**src/rtl/rav_pkg.sv**
```systemverilog
// Package: payload structs, op codes, sequencer states and fixed widths for the moving average.
`default_nettype none
package rav_pkg;

  localparam int DATA_W = 16;
  localparam int WL_W   = 6;
  localparam logic [WL_W-1:0] WL_RESET = 6'd32;

  typedef enum logic [1:0] {
    OP_ADD       = 2'd0,
    OP_TARE_AVG  = 2'd1,
    OP_TARE_LAST = 2'd2
  } op_t;

  typedef struct packed {
    logic        [1:0]        op;
    logic signed [DATA_W-1:0] sample;
  } in_t;

  typedef struct packed {
    logic signed [DATA_W-1:0] average;
    logic signed [DATA_W-1:0] last_sample;
    logic signed [DATA_W-1:0] tare_base;
  } out_t;

  typedef enum logic [2:0] {
    ST_IDLE,
    ST_READ,
    ST_UPD,
    ST_START,
    ST_DIV,
    ST_PUSH
  } st_t;

  typedef struct packed {
    logic busy;
    logic done;
  } div_stat_t;

endpackage : rav_pkg
`default_nettype wire

```
**src/rtl/rav_ring.sv**
```systemverilog
// Sample ring memory: one write port, one registered read port.
`default_nettype none
module rav_ring #(
  parameter int DEPTH = 32,
  localparam int AW = (DEPTH > 1) ? $clog2(DEPTH) : 1
) (
  input  wire logic                             clk,
  input  wire logic                             we,
  input  wire logic [AW-1:0]                    waddr,
  input  wire logic signed [rav_pkg::DATA_W-1:0] wdata,
  input  wire logic [AW-1:0]                    raddr,
  output logic signed [rav_pkg::DATA_W-1:0]      rdata
);
  import rav_pkg::*;

  logic signed [DATA_W-1:0] mem [DEPTH];

  // write port
  always_ff @(posedge clk) begin
    if (we) begin
      mem[waddr] <= wdata;
    end
  end

  // registered read
  always_ff @(posedge clk) begin
    rdata <= mem[raddr];
  end

endmodule : rav_ring
`default_nettype wire

```
**src/rtl/rav_div.sv**
```systemverilog
// Iterative signed divider: one restoring quotient bit per cycle, truncating toward zero.
`default_nettype none
module rav_div #(
  parameter int DVD_W = 21,
  parameter int DVS_W = 6
) (
  input  wire logic                    clk,
  input  wire logic                    rst_n,
  input  wire logic                    start,
  input  wire logic signed [DVD_W-1:0] dividend,
  input  wire logic [DVS_W-1:0]        divisor,
  output rav_pkg::div_stat_t           stat,
  output logic signed [DVD_W-1:0]      quotient
);
  import rav_pkg::*;

  localparam int CW = $clog2(DVD_W + 1);

  logic             busy_r, busy_nxt;
  logic             done_r, done_nxt;
  logic             neg_r,  neg_nxt;
  logic [CW-1:0]    cnt_r,  cnt_nxt;
  logic [DVS_W:0]   rem_r,  rem_nxt;
  logic [DVD_W-1:0] quo_r,  quo_nxt;
  logic [DVS_W-1:0] dvs_r,  dvs_nxt;
  logic [DVS_W:0]   rem_sh;
  logic [DVD_W-1:0] mag;

  always_comb begin
    mag      = dividend[DVD_W-1] ? DVD_W'(-dividend) : DVD_W'(dividend);
    rem_sh   = {rem_r[DVS_W-1:0], quo_r[DVD_W-1]};
    busy_nxt = busy_r;
    done_nxt = 1'b0;
    neg_nxt  = neg_r;
    cnt_nxt  = cnt_r;
    rem_nxt  = rem_r;
    quo_nxt  = quo_r;
    dvs_nxt  = dvs_r;
    if (start) begin
      busy_nxt = 1'b1;
      neg_nxt  = dividend[DVD_W-1];
      cnt_nxt  = CW'(DVD_W);
      rem_nxt  = '0;
      quo_nxt  = mag;
      dvs_nxt  = divisor;
    end else if (busy_r) begin
      // shift in the next dividend bit, subtract when it fits
      if (rem_sh >= {1'b0, dvs_r}) begin
        rem_nxt = rem_sh - {1'b0, dvs_r};
        quo_nxt = {quo_r[DVD_W-2:0], 1'b1};
      end else begin
        rem_nxt = rem_sh;
        quo_nxt = {quo_r[DVD_W-2:0], 1'b0};
      end
      cnt_nxt = cnt_r - CW'(1);
      if (cnt_r == CW'(1)) begin
        busy_nxt = 1'b0;
        done_nxt = 1'b1;
      end
    end
  end

  always_ff @(posedge clk) begin
    if (!rst_n) begin
      busy_r <= 1'b0;
      done_r <= 1'b0;
      cnt_r  <= '0;
    end else begin
      busy_r <= busy_nxt;
      done_r <= done_nxt;
      cnt_r  <= cnt_nxt;
    end
  end

  always_ff @(posedge clk) begin
    neg_r <= neg_nxt;
    rem_r <= rem_nxt;
    quo_r <= quo_nxt;
    dvs_r <= dvs_nxt;
  end

  assign quotient  = neg_r ? DVD_W'(-quo_r) : DVD_W'(quo_r);
  assign stat.busy = busy_r;
  assign stat.done = done_r;

endmodule : rav_div
`default_nettype wire

```
**src/rtl/rolling_average_window_top.sv**
```systemverilog
// Top level: moving average with tare, sequencer around the ring memory and the divider.
//
//  channel  | ports                          | transaction
//  ---------+--------------------------------+----------------------------------------
//  in       | in_valid in_ready in_data      | op (add / tare to avg / tare to last) + sample
//  out      | out_valid out_ready out_data   | average, last_sample, tare_base
//  cfg      | cfg_valid cfg_ready cfg_data   | window_length write
//
//  From acceptance a transaction steps through ST_READ, ST_UPD, ST_START, ST_DIV
//  and ST_PUSH to out_valid; the bit-serial divider gives one quotient bit a cycle.
//  in_ready and cfg_ready are high only while the sequencer is idle.
//  A result waits in the output register; the next item is accepted while it waits.
//  rst_n is synchronous; reset empties the ring, zeroes last sample and tare base,
//  and loads window_length with 32. A window write restarts the ring empty.
`default_nettype none
module rolling_average_window_top #(
  parameter int MAX_WINDOW = 32
) (
  input  wire logic                      clk,
  input  wire logic                      rst_n,
  input  wire logic                      in_valid,
  output logic                           in_ready,
  input  wire rav_pkg::in_t              in_data,
  output logic                           out_valid,
  input  wire logic                      out_ready,
  output rav_pkg::out_t                  out_data,
  input  wire logic                      cfg_valid,
  output logic                           cfg_ready,
  input  wire logic [rav_pkg::WL_W-1:0]  cfg_data
);
  import rav_pkg::*;

  localparam int IDX_W = (MAX_WINDOW > 1) ? $clog2(MAX_WINDOW) : 1;
  localparam int CNT_W = $clog2(MAX_WINDOW + 1);
  // a sum of MAX_WINDOW samples fits DATA_W + IDX_W signed bits
  localparam int SUM_W = DATA_W + IDX_W;

  st_t st_r, st_nxt;

  logic [WL_W-1:0]          wl_r,     wl_nxt;
  logic [IDX_W-1:0]         wp_r,     wp_nxt;
  logic                     filled_r, filled_nxt;
  logic signed [SUM_W-1:0]  sum_r,    sum_nxt;
  logic signed [DATA_W-1:0] last_r,   last_nxt;
  logic signed [DATA_W-1:0] base_r,   base_nxt;
  logic [1:0]               op_r,     op_nxt;
  logic signed [DATA_W-1:0] smp_r,    smp_nxt;
  logic                     ov_r,     ov_nxt;
  out_t                     od_r,     od_nxt;

  logic [CNT_W-1:0]         len;
  logic [CNT_W-1:0]         cnt;
  logic [CNT_W-1:0]         wp_inc;
  logic signed [DATA_W-1:0] old_smp;
  logic                     ring_we;
  logic                     div_start;
  div_stat_t                div_stat;
  logic signed [SUM_W-1:0]  quo;
  logic signed [DATA_W-1:0] avg;
  logic                     in_acc;
  logic                     cfg_acc;

  // effective window: clamp the register to 1..MAX_WINDOW
  always_comb begin
    if (wl_r == '0) begin
      len = CNT_W'(1);
    end else if (int'(wl_r) > MAX_WINDOW) begin
      len = CNT_W'(MAX_WINDOW);
    end else begin
      len = CNT_W'(wl_r);
    end
  end

  assign cnt    = filled_r ? len : CNT_W'(wp_r);
  assign wp_inc = CNT_W'(wp_r) + CNT_W'(1);
  assign avg    = (cnt == '0) ? DATA_W'(0) : quo[DATA_W-1:0];

  assign in_ready  = (st_r == ST_IDLE) && !cfg_valid;
  assign cfg_ready = (st_r == ST_IDLE);
  assign in_acc    = in_valid && in_ready;
  assign cfg_acc   = cfg_valid && cfg_ready;
  assign out_valid = ov_r;
  assign out_data  = od_r;

  rav_ring #(
    .DEPTH (MAX_WINDOW)
  ) u_ring (
    .clk   (clk),
    .we    (ring_we),
    .waddr (wp_r),
    .wdata (smp_r),
    .raddr (wp_r),
    .rdata (old_smp)
  );

  rav_div #(
    .DVD_W (SUM_W),
    .DVS_W (CNT_W)
  ) u_div (
    .clk      (clk),
    .rst_n    (rst_n),
    .start    (div_start),
    .dividend (sum_r),
    .divisor  (cnt),
    .stat     (div_stat),
    .quotient (quo)
  );

  always_comb begin
    st_nxt     = st_r;
    wl_nxt     = wl_r;
    wp_nxt     = wp_r;
    filled_nxt = filled_r;
    sum_nxt    = sum_r;
    last_nxt   = last_r;
    base_nxt   = base_r;
    op_nxt     = op_r;
    smp_nxt    = smp_r;
    ov_nxt     = ov_r;
    od_nxt     = od_r;
    ring_we    = 1'b0;
    div_start  = 1'b0;

    // drop the result once the consumer takes it
    if (ov_r && out_ready) begin
      ov_nxt = 1'b0;
    end

    case (st_r)
      ST_IDLE: begin
        if (cfg_acc) begin
          // restart the ring empty; contents, last sample and base stay
          wl_nxt     = cfg_data;
          wp_nxt     = '0;
          filled_nxt = 1'b0;
          sum_nxt    = '0;
        end else if (in_acc) begin
          op_nxt  = in_data.op;
          smp_nxt = in_data.sample;
          st_nxt  = ST_READ;
        end
      end
      ST_READ: begin
        // wait for the registered ring read of the entry about to be overwritten
        st_nxt = ST_UPD;
      end
      ST_UPD: begin
        if (op_r == OP_ADD) begin
          ring_we  = 1'b1;
          last_nxt = smp_r;
          // keep the running sum: add the new sample, drop the one it replaces
          sum_nxt  = sum_r + SUM_W'(smp_r) - (filled_r ? SUM_W'(old_smp) : SUM_W'(0));
          if (wp_inc >= len) begin
            wp_nxt     = '0;
            filled_nxt = 1'b1;
          end else begin
            wp_nxt = wp_inc[IDX_W-1:0];
          end
        end else if (op_r == OP_TARE_LAST) begin
          base_nxt = last_r;
        end
        st_nxt = ST_START;
      end
      ST_START: begin
        div_start = 1'b1;
        st_nxt    = ST_DIV;
      end
      ST_DIV: begin
        if (div_stat.done) begin
          st_nxt = ST_PUSH;
        end
      end
      ST_PUSH: begin
        // hold until the output register is free
        if (!ov_r || out_ready) begin
          ov_nxt             = 1'b1;
          od_nxt.average     = avg;
          od_nxt.last_sample = last_r;
          if (op_r == OP_TARE_AVG) begin
            base_nxt           = avg;
            od_nxt.tare_base   = avg;
          end else begin
            od_nxt.tare_base   = base_r;
          end
          st_nxt = ST_IDLE;
        end
      end
      default: begin
        st_nxt = ST_IDLE;
      end
    endcase
  end

  always_ff @(posedge clk) begin
    if (!rst_n) begin
      st_r     <= ST_IDLE;
      wl_r     <= WL_RESET;
      wp_r     <= '0;
      filled_r <= 1'b0;
      sum_r    <= '0;
      last_r   <= '0;
      base_r   <= '0;
      ov_r     <= 1'b0;
    end else begin
      st_r     <= st_nxt;
      wl_r     <= wl_nxt;
      wp_r     <= wp_nxt;
      filled_r <= filled_nxt;
      sum_r    <= sum_nxt;
      last_r   <= last_nxt;
      base_r   <= base_nxt;
      ov_r     <= ov_nxt;
    end
  end

  always_ff @(posedge clk) begin
    op_r  <= op_nxt;
    smp_r <= smp_nxt;
    od_r  <= od_nxt;
  end

  a_wp_in_window: assert property (@(posedge clk) disable iff (!rst_n)
    CNT_W'(wp_r) < len)
    else $error("write position outside the window");

  a_empty_sum_zero: assert property (@(posedge clk) disable iff (!rst_n)
    (!filled_r && wp_r == '0) |-> sum_r == '0)
    else $error("empty ring with nonzero sum");

  a_accept_to_read: assert property (@(posedge clk) disable iff (!rst_n)
    in_acc |=> st_r == ST_READ)
    else $error("accepted transaction did not start the sequencer");

  a_done_in_div: assert property (@(posedge clk) disable iff (!rst_n)
    div_stat.done |-> st_r == ST_DIV)
    else $error("divider finished outside the divide step");

  a_no_cfg_busy: assert property (@(posedge clk) disable iff (!rst_n)
    div_stat.busy |-> !cfg_ready)
    else $error("configuration open while dividing");

endmodule : rolling_average_window_top
`default_nettype wire

```
**config.mk**
```make
export PLATFORM = sky130hd
export DESIGN_NAME = rolling_average_window_top
export DESIGN_NICKNAME = d
export VERILOG_FILES = /design/src/rtl/rav_pkg.sv /design/src/rtl/rav_ring.sv /design/src/rtl/rav_div.sv /design/src/rtl/rolling_average_window_top.sv
export SDC_FILE = /design/constraint.sdc
export NUM_CORES = 1
export LEC_CHECK = 0
export BUFFER_PORTS_ARGS = -buffer_cell sky130_fd_sc_hd__buf_2
export CORE_ASPECT_RATIO = 0.8
export CORE_MARGIN = 4
export CORE_UTILIZATION = 67
export CTS_CLUSTER_DIAMETER = 120
export DETAILED_ROUTE_END_ITERATION = 6
export PLACE_DENSITY = 0.85
export SLEW_MARGIN = 20
export SYNTH_ARGS = -nofsm -noshare
export SYNTH_HDL_FRONTEND = slang
export SYNTH_SLANG_ARGS = --single-unit
```
**constraint.sdc**
```tcl
create_clock -name clk -period 6.58 [get_ports clk]
set_clock_uncertainty 0.2 [all_clocks]
set_input_delay 0.987 -clock clk [delete_from_list [all_inputs] [get_ports clk]]
set_output_delay 0.987 -clock clk [all_outputs]
set_load 0.02 [all_outputs]
```
==> Word level (Yosys, flattened, before mapping) <==
Memory sizes are Yosys's and may differ from the RTL's. A register that Yosys moved wholly into a read port is not among the register bits.
Index checks and enable logic that the tools add are counted.
{ "word_totals": {"regBits": 176, "mem_bits_rw": 512, "input_bits": 29, "wordCells": 122, "n_memories": 1} }
{ "mem_list": {"columns": ["memory", "depth", "width", "read_ports", "rd_ports_with_merged_regs", "wr", "line", "rtl"], "rows": [
  ["u_ring.mem", 32, 16, 1, 1, 1, "rav_ring.sv:16", "logic signed [DATA_W-1:0] mem [DEPTH];"]
]} }
{ "op_classes": {"addsub": 7, "magnitude_cmp": 3, "eq_ne": 17, "n_mux": 46, "bitwise": 3, "reduce_logical": 24} }
{ "ops": {"columns": ["operator", "count"], "rows": [
  ["$mux W21", 6],
  ["$mux W16", 6],
  ["$pmux W21 S2", 1],
  ["$pmux W16 S2", 1],
  ["$mux W5", 5],
  ["$mux W6", 4],
  ["$add A21 B16 Y21", 1],
  ["$neg A21 Y21", 1],
  ["$sub A21 B21 Y21", 1],
  ["$pmux W3 S6", 1],
  ["$mux W1", 16],
  ["$neg A16 Y16", 1],
  ["$logic_not A6 Y1", 2],
  ["$mux W3", 4],
  ["$ne A2 B2 Y1 const B", 6],
  ["$reduce_and A4 Y1", 3],
  ["$pmux W5 S2", 1],
  ["$ge A7 B6 Y1", 1],
  ["$add A5 B1 Y6 const B", 1],
  ["$eq A3 B2 Y1 const B", 2],
  ["$eq A3 B3 Y1 const B", 2],
  ["$ge A6 B6 Y1", 1],
  ["$gt A6 B6 Y1 const B", 1],
  ["$ne A2 B1 Y1 const B", 3],
  ["18 further kinds", 29]
]} }

==> Depth between registers and ports, before layout <==
Gate-level depths: netlist (run 1).
{ "logic_depth": {"word_depth": 9, "ltp_mapped": 15, "mapped_depth_nobuf": 13} }

==> Cells and area by module <==
From an unflattened synthesis (run 1), not the netlist that was laid out.
{ "hier_totals": {"cells_unflattened": 2168, "area_unflattened_um2": 30359.1} }
{ "modules_own_cells": {"columns": ["module", "n_inst", "cells_each", "area_each_um2", "seq_area_each_um2"], "rows": [
  ["rav_ring", 1, 1143, 20534.7, 15695.1],
  ["rolling_average_window_top", 1, 720, 6969.2, 3363.2],
  ["rav_div", 1, 305, 2855.2, 1101.1]
]} }

==> Worst setup path before layout (run 1) <==
OpenSTA, ideal clock, no wires.
{ "synth_timing": {"path_type": "input port to flip-flop", "startpoint": "input cfg_valid", "endpoint": "register op_r[0] (enable)", "arrival_ns": 2.889, "setup_slack_ns": 3.052, "stages": 2, "path_cell_list": "nand2b_1 > nor4_1"} }
{ "synth_between": {"elab_chain_cells": 4, "word_cells_on_any_way": 6} }
{ "synth_lines": {"columns": ["element", "line", "rtl"], "rows": [
  ["from (decl)", "rolling_average_window_top.sv:27", "input wire logic cfg_valid,"],
  ["$logic_not A1 Y1", "rolling_average_window_top.sv:78", "assign in_ready = (st_r == ST_IDLE) && !cfg_valid;"],
  ["$logic_and A1 B1 Y1", "rolling_average_window_top.sv:78", null],
  ["$logic_and A1 B1 Y1", "rolling_average_window_top.sv:80", "assign in_acc = in_valid && in_ready;"],
  ["$reduce_and A3 Y1 (no line) (*)", null, null],
  ["to (signal assigned)", "rolling_average_window_top.sv:217", "op_r <= op_nxt;"],
  ["to (decl)", "rolling_average_window_top.sv:46", "logic [1:0] op_r, op_nxt;"]
]} }
Every way passes the cells marked *; elsewhere a longest branch is shown, timed or not.
A chain may end at the register's enable or synchronous reset.

==> Worst setup path in the final report (run 1) <==
{ "layout_timing": {"startpoint": "register filled_r", "endpoint": "register sum_r[20]"} }
{ "layout_between": {"elab_chain_cells": 4} }
{ "layout_lines": {"columns": ["element", "line", "rtl"], "rows": [
  ["from (decl)", "rolling_average_window_top.sv:42", "logic filled_r, filled_nxt;"],
  ["from (signal assigned)", "rolling_average_window_top.sv:208", "filled_r <= filled_nxt;"],
  ["$mux W21", "rolling_average_window_top.sv:152", "sum_nxt = sum_r + SUM_W'(smp_r) - (filled_r ? SUM_W'(old_smp) : SUM_W'(0));"],
  ["$sub A21 B21 Y21", "rolling_average_window_top.sv:152", null],
  ["$mux W21", "rolling_average_window_top.sv:148", "if (op_r == OP_ADD) begin"],
  ["$pmux W21 S2", "rolling_average_window_top.sv:129", "case (st_r)"],
  ["to (signal assigned)", "rolling_average_window_top.sv:209", "sum_r <= sum_nxt;"],
  ["to (decl)", "rolling_average_window_top.sv:43", "logic signed [SUM_W-1:0] sum_r, sum_nxt;"]
]} }
Every way passes these cells. The select of a mux whose other input is x is not followed.

==> results.rst, run 1 <==
.. list-table::
   :header-rows: 1

   * - Metric
     - Value
   * - Largest family of logic cells by synthesized area
     - multiplexers
   * - Achievable Freq
     - 241 MHz
   * - Combinational fraction of design power
     - 9.6%
   * - Worst reg2reg endpoint
     - sum_r[20]
   * - Measured slew at the worst slew-check pin
     - 1.12 ns
   * - Max Slew Vio Count
     - 0
   * - Fraction of the yosys area taken by sequential cells
     - 69.1%
   * - Switching power summed over all nets
     - 2.25 mW
   * - First-pass iteration count of the detailed router
     - 7
   * - Final routed wire length divided by cell count
     - 30.0 µm
   * - Clock Root Buffer
     - sky130_fd_sc_hd__clkbuf_16
   * - CTS tree
     - built
   * - Final nets
     - 2,048
   * - Initial Utilization
     - 67.7%
   * - Detailed Place HPWL
     - 44,800 µm
   * - Launching point of the worst reg2reg path
     - filled_r
   * - Area used by sequential logic in the layout
     - 0.0202 mm²
   * - Num CTS Buffers
     - 61
   * - Count of synthesis-stage warnings from yosys
     - 0
   * - Total number of placement rows
     - 68
   * - Post-DP Area
     - 0.0304 mm²
   * - Share of the clock period used by the worst path
     - 63.0%
   * - Total via count after detailed routing
     - 17,739
   * - Max-Slew Margin vs Limit
     - 25.2%
   * - Hold buffer count at CTS
     - 0
   * - Post-layout instance area
     - 0.0325 mm²
   * - Worst hold slack after final layout
     - 0.260 ns
   * - Global-route wire length before repair
     - 115,000 µm
   * - FFs w/ async S/R, synth
     - 0%
   * - Largest buffer count on any clock path
     - 3
   * - Outcome
     - finished with violations
   * - Fraction of the mapped netlist area in adder cells
     - 3.20%
   * - Combined area of all synthesized cells
     - 0.0292 mm²
   * - Area fraction in and, or, nand and nor cells after synthesis
     - 6.66%
   * - Met1 global-route usage
     - 46.5%
   * - Vias in the first global route
     - 17,679
   * - Clock net sink count
     - 704
   * - Largest net degree at the start of global routing
     - 71
   * - H-tree depth
     - 2
   * - Share of layout cells above drive strength 1
     - 19.6%
   * - Overall die width
     - 241 µm
   * - Area of the die
     - 0.0469 mm²
   * - Placeable core region
     - 0.0431 mm²
   * - Pwr Density
     - 295 mW/mm²
   * - Proportion of power drawn by the clock network
     - 38.6%
   * - Min cycle time layout
     - 4.15 ns
   * - Mean area per synthesized cell
     - 15.8 µm²
   * - Vias per inst
     - 6.90
   * - Die H
     - 195 µm
   * - Predominant post-synthesis flop cell
     - sky130_fd_sc_hd__edfxtp_1
   * - Antenna Diode Count
     - 0
   * - Critical path required time
     - 6.89 ns
   * - Count of port buffers added during placement
     - 79
   * - Antenna violations before repair
     - 6
   * - Flop pwr share
     - 51.9%
   * - Post-synthesis share of cell area spent on xor and xnor gates
     - 1.92%
   * - Number of flip-flops and latches in the synthesized netlist
     - 704
   * - Kind of path behind the tightest hold check
     - register to register
   * - Clock edge transition at the registers on the reported setup and hold paths
     - 0.07 ns
   * - All-Layer GR Usage
     - 33.2%
   * - Number of instances in the synthesized netlist
     - 1,841
   * - Resize count post-CTS
     - 0
   * - Number of setup buffers added after CTS
     - 0
   * - Hold EP
     - base_r[0]
   * - R2R depth
     - 11
   * - Synthesized netlist net count
     - 1,932
   * - Maximum ir drop on the vdd rail
     - 291 µV
   * - Compound-gate portion of the synthesized area
     - 5.98%
   * - Met2 usage
     - 52.1%
   * - Kind of capture point of the worst setup path
     - register
   * - Non-filler instance count after layout
     - 2,570
   * - Number of maximum-capacitance constraint violations
     - 0
   * - Tot Pwr
     - 9.60 mW
   * - Filler cell count in the final layout
     - 2,325
   * - Type of the setup path with the least slack
     - register to register
   * - Signed area change from the synthesized netlist to the final layout
     - 11.4%
   * - Leak
     - 11.0 nW
   * - Number of failing setup endpoints in the final timing report
     - 0
   * - Portion of netlist area occupied by mux cells
     - 10.4%
   * - Most congested layer reported by global routing
     - met2
   * - Internal portion of total power
     - 7.35 mW
   * - Switching power as a share of total power
     - 23.5%
   * - Remaining DRCs
     - 7
   * - Worst endpoint data arrival time
     - 4.45 ns
   * - Distinct cell type count after synthesis
     - 72
   * - Setup total negative slack
     - 0 ns
   * - Failing checks
     - DRC
   * - Number of synthesized flops with an enable pin
     - 606
   * - Clock latency on the worst-skew pair
     - 0.64 ns
   * - Unrepaired setup endpoints after global routing
     - false
   * - Cell total after placement
     - 2,453
   * - Num ports
     - 80
   * - Register-to-register setup slack
     - 2.43 ns
   * - Number of hold-slack violations in the final timing report
     - 0
   * - Met3 GRT Util
     - 7.75%
   * - Cell count of the worst hold path
     - 2
   * - Final ANT Viol Nets
     - 0
   * - Origin of the worst min-delay path
     - base_r[0]
   * - Final routed wirelength across all metal layers
     - 77,100 µm
   * - Type of origin of the critical path
     - register
   * - Initial DRC Count
     - 3,109
   * - GPL Wtd Cong
     - 0.946
   * - Critical-path maximum fanout
     - 25
   * - Global-route congestion overflow total
     - 0
   * - Area of the multi-input gates
     - 0.00831 mm²
-- kinds of logic after synthesis --
logic type,Yosys count
xor+xnor,63
fa+ha+maj,62
flops,704
mux,142
buf+inv,187
simple gates,414
compound gates,269
-- worst max-delay path, stage by stage, from the launching register on --
cell and delay (ns):
sky130_fd_sc_hd__dfxtp_1 0.90, sky130_fd_sc_hd__and2_1 0.28, sky130_fd_sc_hd__fa_1 0.44, sky130_fd_sc_hd__inv_1 0.07
sky130_fd_sc_hd__ha_1 0.29, sky130_fd_sc_hd__a21oi_1 0.18, sky130_fd_sc_hd__o21ai_0 0.20, sky130_fd_sc_hd__a2111oi_0 0.60
sky130_fd_sc_hd__nand2_1 0.19, sky130_fd_sc_hd__o21ai_0 0.25, sky130_fd_sc_hd__xor2_1 0.11, sky130_fd_sc_hd__a211o_1 0.31
-- power by group through the flow --
stage / Sequential, mW / Clock (mW) / Combinational, mW
final: 4.98 / 3.70 / 0.917
after global routing: 4.98 / 3.89 / 0.990
after CTS: 5.00 / 3.69 / 0.879
after detailed placement: 5.09 / 0 / 0.862
after global placement: 5.09 / 0 / 0.827
after floorplan: 5.06 / 0 / 0.658
-- state kept, by name (all words and copies together), names as in the netlist, 6 cells and up --
signal,cells
smp_r,16
u_div.dvs_r,6
sum_r,21
last_r,16
out_data,48
wl_r,6
u_ring.rdata,16
u_div.rem_r,6
base_r,16
u_ring.mem,512
u_div.quo_r,21
-- per-stage QoR --
step	utilization, %	setup WS [ns]
floorplan	-	3.05
global placement	70.6	2.73
detailed placement	70.6	2.59
CTS	75.4	2.52
global route	75.5	2.18
finish	75.5	2.43
-- worst max path at each step --
stage               slack (ns)       from  cells past startpoint         to
floorplan                 3.05  cfg_valid                      2    op_r[0]
global placement          2.73   filled_r                     11  sum_r[20]
detailed placement        2.59   filled_r                     11  sum_r[20]
CTS                       2.52   filled_r                     11  sum_r[20]
global route              2.18   filled_r                     11  sum_r[19]
finish                    2.43   filled_r                     11  sum_r[20]
-- layout make-up --
class	count	share of cell area, %
clock buffers	91	5.42
inverters	101	1.17
multi-input cells	950	25.6
clock inverters	25	0.928
well taps	560	2.16
repair buffers	139	2.70
flip-flops and latches	704	62.1
-- cells in the mapped netlist, types with 5 or more instances --
master	number	share of area (%)
sky130_fd_sc_hd__o31ai_1	18	0.46
sky130_fd_sc_hd__a211oi_1	6	0.15
sky130_fd_sc_hd__o21ai_0	65	1.1
sky130_fd_sc_hd__dfxtp_1	98	6.7
sky130_fd_sc_hd__xor2_1	22	0.66
sky130_fd_sc_hd__mux2i_1	14	0.48
sky130_fd_sc_hd__nor4_1	9	0.19
sky130_fd_sc_hd__xnor2_1	40	1.2
sky130_fd_sc_hd__fa_1	21	1.4
sky130_fd_sc_hd__nand3_1	24	0.41
sky130_fd_sc_hd__nand2b_1	11	0.24
sky130_fd_sc_hd__nor3_1	22	0.38
sky130_fd_sc_hd__a22oi_1	73	1.9
sky130_fd_sc_hd__a21o_1	8	0.21
sky130_fd_sc_hd__o41ai_1	6	0.18
sky130_fd_sc_hd__nor2_1	99	1.3
sky130_fd_sc_hd__and2_1	19	0.41
sky130_fd_sc_hd__buf_2	19	0.33
sky130_fd_sc_hd__or3_1	5	0.11
sky130_fd_sc_hd__nand2_1	165	2.1
sky130_fd_sc_hd__inv_1	97	1.2
sky130_fd_sc_hd__o211ai_1	6	0.15
sky130_fd_sc_hd__a21oi_1	58	1.0
sky130_fd_sc_hd__nand4_1	23	0.49
sky130_fd_sc_hd__edfxtp_1	606	62
sky130_fd_sc_hd__clkbuf_1	54	0.70
sky130_fd_sc_hd__nor2b_1	6	0.13
sky130_fd_sc_hd__buf_6	5	0.19
sky130_fd_sc_hd__mux4_2	128	9.9
sky130_fd_sc_hd__ha_1	41	1.8
-- metal layers --
| layer | vias up | wire length, µm |
|---|---|---|
| met1 | 8786 | 27300 |
| li1 | 7290 | - |
| met4 | 6 | 3670 |
| met2 | 1397 | 36700 |
| met3 | 260 | 9360 |
| met5 | - | 37 |
-- placed cells by master, fill, tap and decap left out, types with 23 or more instances in the layout --
master / netlist / final
sky130_fd_sc_hd__a21oi_1: 58 / 58
sky130_fd_sc_hd__nor2_1: 99 / 96
sky130_fd_sc_hd__mux4_2: 128 / 128
sky130_fd_sc_hd__dfxtp_1: 98 / 96
sky130_fd_sc_hd__xnor2_1: 40 / 40
sky130_fd_sc_hd__nand4_1: 23 / 23
sky130_fd_sc_hd__edfxtp_1: 606 / 606
sky130_fd_sc_hd__nand3_1: 24 / 24
sky130_fd_sc_hd__inv_1: 97 / 96
sky130_fd_sc_hd__a22oi_1: 73 / 73
sky130_fd_sc_hd__o21ai_0: 65 / 65
sky130_fd_sc_hd__clkbuf_16: 0 / 62
sky130_fd_sc_hd__ha_1: 41 / 41
sky130_fd_sc_hd__buf_2: 19 / 79
sky130_fd_sc_hd__buf_4: 0 / 58
sky130_fd_sc_hd__nand2_1: 165 / 165
Note: power is estimated with default switching activity, not from simulation.
==> run 2: changes to the inputs <==
- ABC_AREA: not set -> 1
- CORE_UTILIZATION: 67 -> 62
- PLACE_DENSITY: 0.85 -> 0.79
- clock period: 6.58 -> 3.82 ns (I/O delays scaled with it)
==> results.rst, run 2 <==
.. list-table::
   :header-rows: 1

   * - Metric
     - Value
   * - Outcome
     - complete, no violations
   * - Setup crit start
     - filled_r
   * - Vias per inst
     - 6.20 (-10%)
   * - Kind of capture point of the worst setup path
     - register
   * - Unrepaired setup endpoints after global routing
     - false
   * - Clock Root Buffer
     - sky130_fd_sc_hd__clkbuf_16
   * - Remaining DRCs
     - 0 (-7)
   * - Final routed wire length divided by cell count
     - 23.0 µm (-23%)
   * - Final ANT Viol Nets
     - 0 (unchanged)
   * - Mean area per synthesized cell
     - 11.0 µm² (-30%)
   * - Type of origin of the critical path
     - register
   * - Tot Pwr
     - 22.0 mW (+130%)
   * - Max reg flops
     - 512 (unchanged)
   * - CTS tree
     - built
   * - Cell total after placement
     - 3,418 (+39%)
   * - Fraction of the yosys area taken by sequential cells
     - 66.5% (-2.6 points)
   * - Number of failing setup endpoints in the final timing report
     - 0 (unchanged)
   * - Number of flip-flops and latches in the synthesized netlist
     - 704 (unchanged)
   * - Distinct cell type count after synthesis
     - 49 (-32%)
   * - Count of port buffers added during placement
     - 79 (unchanged)
   * - Global-route congestion overflow total
     - 0 (unchanged)
   * - Clock latency on the worst-skew pair
     - 0.63 ns (about the same)
   * - Overall die width
     - 255 µm (+5.8%)
   * - Die H
     - 206 µm (+5.7%)
   * - Total number of placement rows
     - 72 (+5.9%)
   * - Placeable core region
     - 0.0484 mm² (+12%)
   * - GPL Wtd Cong
     - 0.951 (+0.53%)
   * - Largest cells by area after synthesis
     - sky130_fd_sc_hd__edfxtp_1 (60%), sky130_fd_sc_hd__dfxtp_1 (6.5%), sky130_fd_sc_hd__o21ai_0 (5.5%)
   * - Global-route wire length before repair
     - 123,000 µm (+7.3%)
   * - Total via count after detailed routing
     - 22,094 (+25%)
   * - Synthesized netlist net count
     - 2,840 (+47%)
   * - Combined area of all synthesized cells
     - 0.0303 mm² (+3.9%)
   * - Util after Layout
     - 70.3% (-5.1 points)
   * - Largest buffer count on any clock path
     - 3 (unchanged)
   * - Max-Slew Margin vs Limit
     - 29.1% (+3.8 points)
   * - Vias in the first global route
     - 20,903 (+18%)
   * - Number of hold-slack violations in the final timing report
     - 0 (unchanged)
   * - Signed area change from the synthesized netlist to the final layout
     - 12.3%
   * - Leak
     - 12.5 nW (+14%)
   * - Critical path required time
     - 4.11 ns (-2.78 ns)
   * - Maximum ir drop on the vdd rail
     - 515 µV (+77%)
   * - Share of the clock period used by the worst path
     - 90.0% (+27 points)
   * - Most common cell after layout, fill and taps aside
     - sky130_fd_sc_hd__edfxtp_1
   * - Pwr Density
     - 648 mW/mm² (+120%)
   * - Predominant post-synthesis flop cell
     - sky130_fd_sc_hd__edfxtp_1
   * - Min cycle time layout
     - 3.44 ns (-0.707 ns)
   * - Type of the setup path with the least slack
     - register to register
   * - First-pass iteration count of the detailed router
     - 6 (-1)
   * - H-tree depth
     - 3 (+1)
   * - Number of synthesized flops with an enable pin
     - 606 (unchanged)
   * - Clock edge transition at the registers on the reported setup and hold paths
     - 0.07 ns (about the same)
   * - All-Layer GR Usage
     - 31.0% (-2.2 points)
   * - Count of synthesis-stage warnings from yosys
     - 0 (unchanged)
   * - Worst endpoint data arrival time
     - 3.73 ns (-0.72 ns)
   * - Achievable Freq
     - 291 MHz (+21%)
   * - Share of layout cells above drive strength 1
     - 10.4% (-9.2 points)
   * - Antenna Diode Count
     - 0 (unchanged)
   * - Number of instances in the synthesized netlist
     - 2,749 (+49%)
   * - Num CTS Buffers
     - 68 (+11%)
   * - Top cell type by total area after synthesis
     - sky130_fd_sc_hd__edfxtp_1
   * - Most numerous cell in the Yosys netlist
     - sky130_fd_sc_hd__edfxtp_1
   * - Final routed wirelength across all metal layers
     - 81,800 µm (+6.2%)
   * - Initial Utilization
     - 62.6% (-5.1 points)
   * - Worst hold slack after final layout
     - 0.0599 ns (-0.200 ns)
   * - Top cells by count, synth
     - sky130_fd_sc_hd__edfxtp_1 (606), sky130_fd_sc_hd__nor2_1 (413), sky130_fd_sc_hd__nand2_1 (370), sky130_fd_sc_hd__o21ai_0 (333), sky130_fd_sc_hd__inv_1 (222)
   * - Largest net degree at the start of global routing
     - 173 (+140%)
   * - Clock net sink count
     - 704 (unchanged)
   * - Register containing the most flip-flops in the final layout
     - u_ring.mem
   * - Non-filler instance count after layout
     - 3,563 (+39%)
   * - Num ports
     - 80 (unchanged)
   * - Most frequent cells in the layout
     - sky130_fd_sc_hd__edfxtp_1 (606), sky130_fd_sc_hd__nor2_1 (411), sky130_fd_sc_hd__nand2_1 (370), sky130_fd_sc_hd__o21ai_0 (333), sky130_fd_sc_hd__inv_1 (221)
   * - Number of maximum-capacitance constraint violations
     - 0 (unchanged)
   * - Kind of path behind the tightest hold check
     - primary input to register
   * - Area of the die
     - 0.0525 mm² (+12%)
   * - Measured slew at the worst slew-check pin
     - 1.06 ns (-0.0537 ns)
   * - Critical-path maximum fanout
     - 12 (-52%)
   * - Final nets
     - 2,972 (+45%)
   * - Detailed Place HPWL
     - 51,400 µm (+15%)
   * - Setup total negative slack
     - 0 ns (unchanged)
   * - Antenna violations before repair
     - 3 (-3)
   * - Max Slew Vio Count
     - 0 (unchanged)
   * - Initial DRC Count
     - 3,115 (+0.19%)
   * - Origin of the worst min-delay path
     - cfg_data[5]
   * - Launching point of the worst reg2reg path
     - filled_r
   * - FFs w/ async S/R, synth
     - 0% (unchanged)
   * - Share of the synthesized area in the top cell type
     - 60.1% (-2.3 points)
==> run 2: cell families after synthesis <==
| family | count (synthesis) | synth area share (%) |
|---|---|---|
| fa+ha+maj | 62 | 3.08 |
| compound gates | 654 | 12.2 |
| flops | 704 | 66.5 |
| buf+inv | 363 | 4.72 |
| simple gates | 939 | 12.7 |
| xor+xnor | 27 | 0.780 |
==> run 2: report_power, final <==
part / switching (mW) / internal [mW] / total (mW)
combinational: 4.62 / 1.86 / 6.48
clock: 2.89 / 3.50 / 6.39
sequential: 0.261 / 8.91 / 9.17
total: 7.78 / 14.3 / 22.0
==> run 2: final timing paths <==
check / end / slack (ns) / depth (start not counted)
worst max-delay path: sum_r[12] / 0.38 / 17
worst max register to register: sum_r[12] / 0.38 / 17
worst min register to register: out_data[22] / 0.23 / 0
worst min-delay path: wl_r[5] / 0.06 / 3
==> run 2: final cells by class <==
class,count,area (µm²)
sequential,704,20200
fill,3345,14300
multi-input combinational,1682,8720
clock buffer,102,1900
timing repair buffer,194,1390
inverter,231,876
tap,629,787
clock inverter,21,185
==> run 2: what timing repair did <==
| item | in CTS | in global routing |
|---|---|---|
| setup buffers | 0 | 0 |
| endpoints found under the setup margin | 0 | 2 |
| gates resized for setup | 0 | 1 |
| endpoints found under the hold margin | 22 | 0 |
| hold buffers | 22 | 0 |
==> run 2: stage by stage <==
stage | cell area (µm²) | worst slack, ns
6_report | 34000 | 0.382
5_1_grt | 34000 | 0.139
4_1_cts | 34000 | 0.384
3_5_place_dp | 31700 | 0.395
3_3_place_gp | 31700 | 0.429
2_1_floorplan | 30300 | 0.0345
==> run 2: per-layer routing <==
metal / vias up / part of all wire, % / global-route usage, %
met2: 1290 / 45 / 46.5
met1: 10684 / 40 / 45.1
li1: 9943 / - / -
met5: - / 0.0086 / 0
met4: 2 / 2.8 / 8.82
met3: 175 / 12 / 8.54
==> run 2: critical path: stages, from the launching register on <==
cell and delay (ns):
sky130_fd_sc_hd__dfxtp_2 0.51, sky130_fd_sc_hd__nand2_1 0.09, sky130_fd_sc_hd__inv_1 0.07, sky130_fd_sc_hd__ha_1 0.22, sky130_fd_sc_hd__inv_1 0.06, sky130_fd_sc_hd__ha_1 0.22
sky130_fd_sc_hd__inv_1 0.07, sky130_fd_sc_hd__fa_1 0.38, sky130_fd_sc_hd__inv_1 0.12, sky130_fd_sc_hd__nand3_1 0.08, sky130_fd_sc_hd__nand2_1 0.14, sky130_fd_sc_hd__a21boi_0 0.13
sky130_fd_sc_hd__o21ai_0 0.59, sky130_fd_sc_hd__nand2_1 0.15, sky130_fd_sc_hd__nand2_1 0.09, sky130_fd_sc_hd__nand2_1 0.06, sky130_fd_sc_hd__nand3_1 0.07, sky130_fd_sc_hd__a21oi_1 0.06
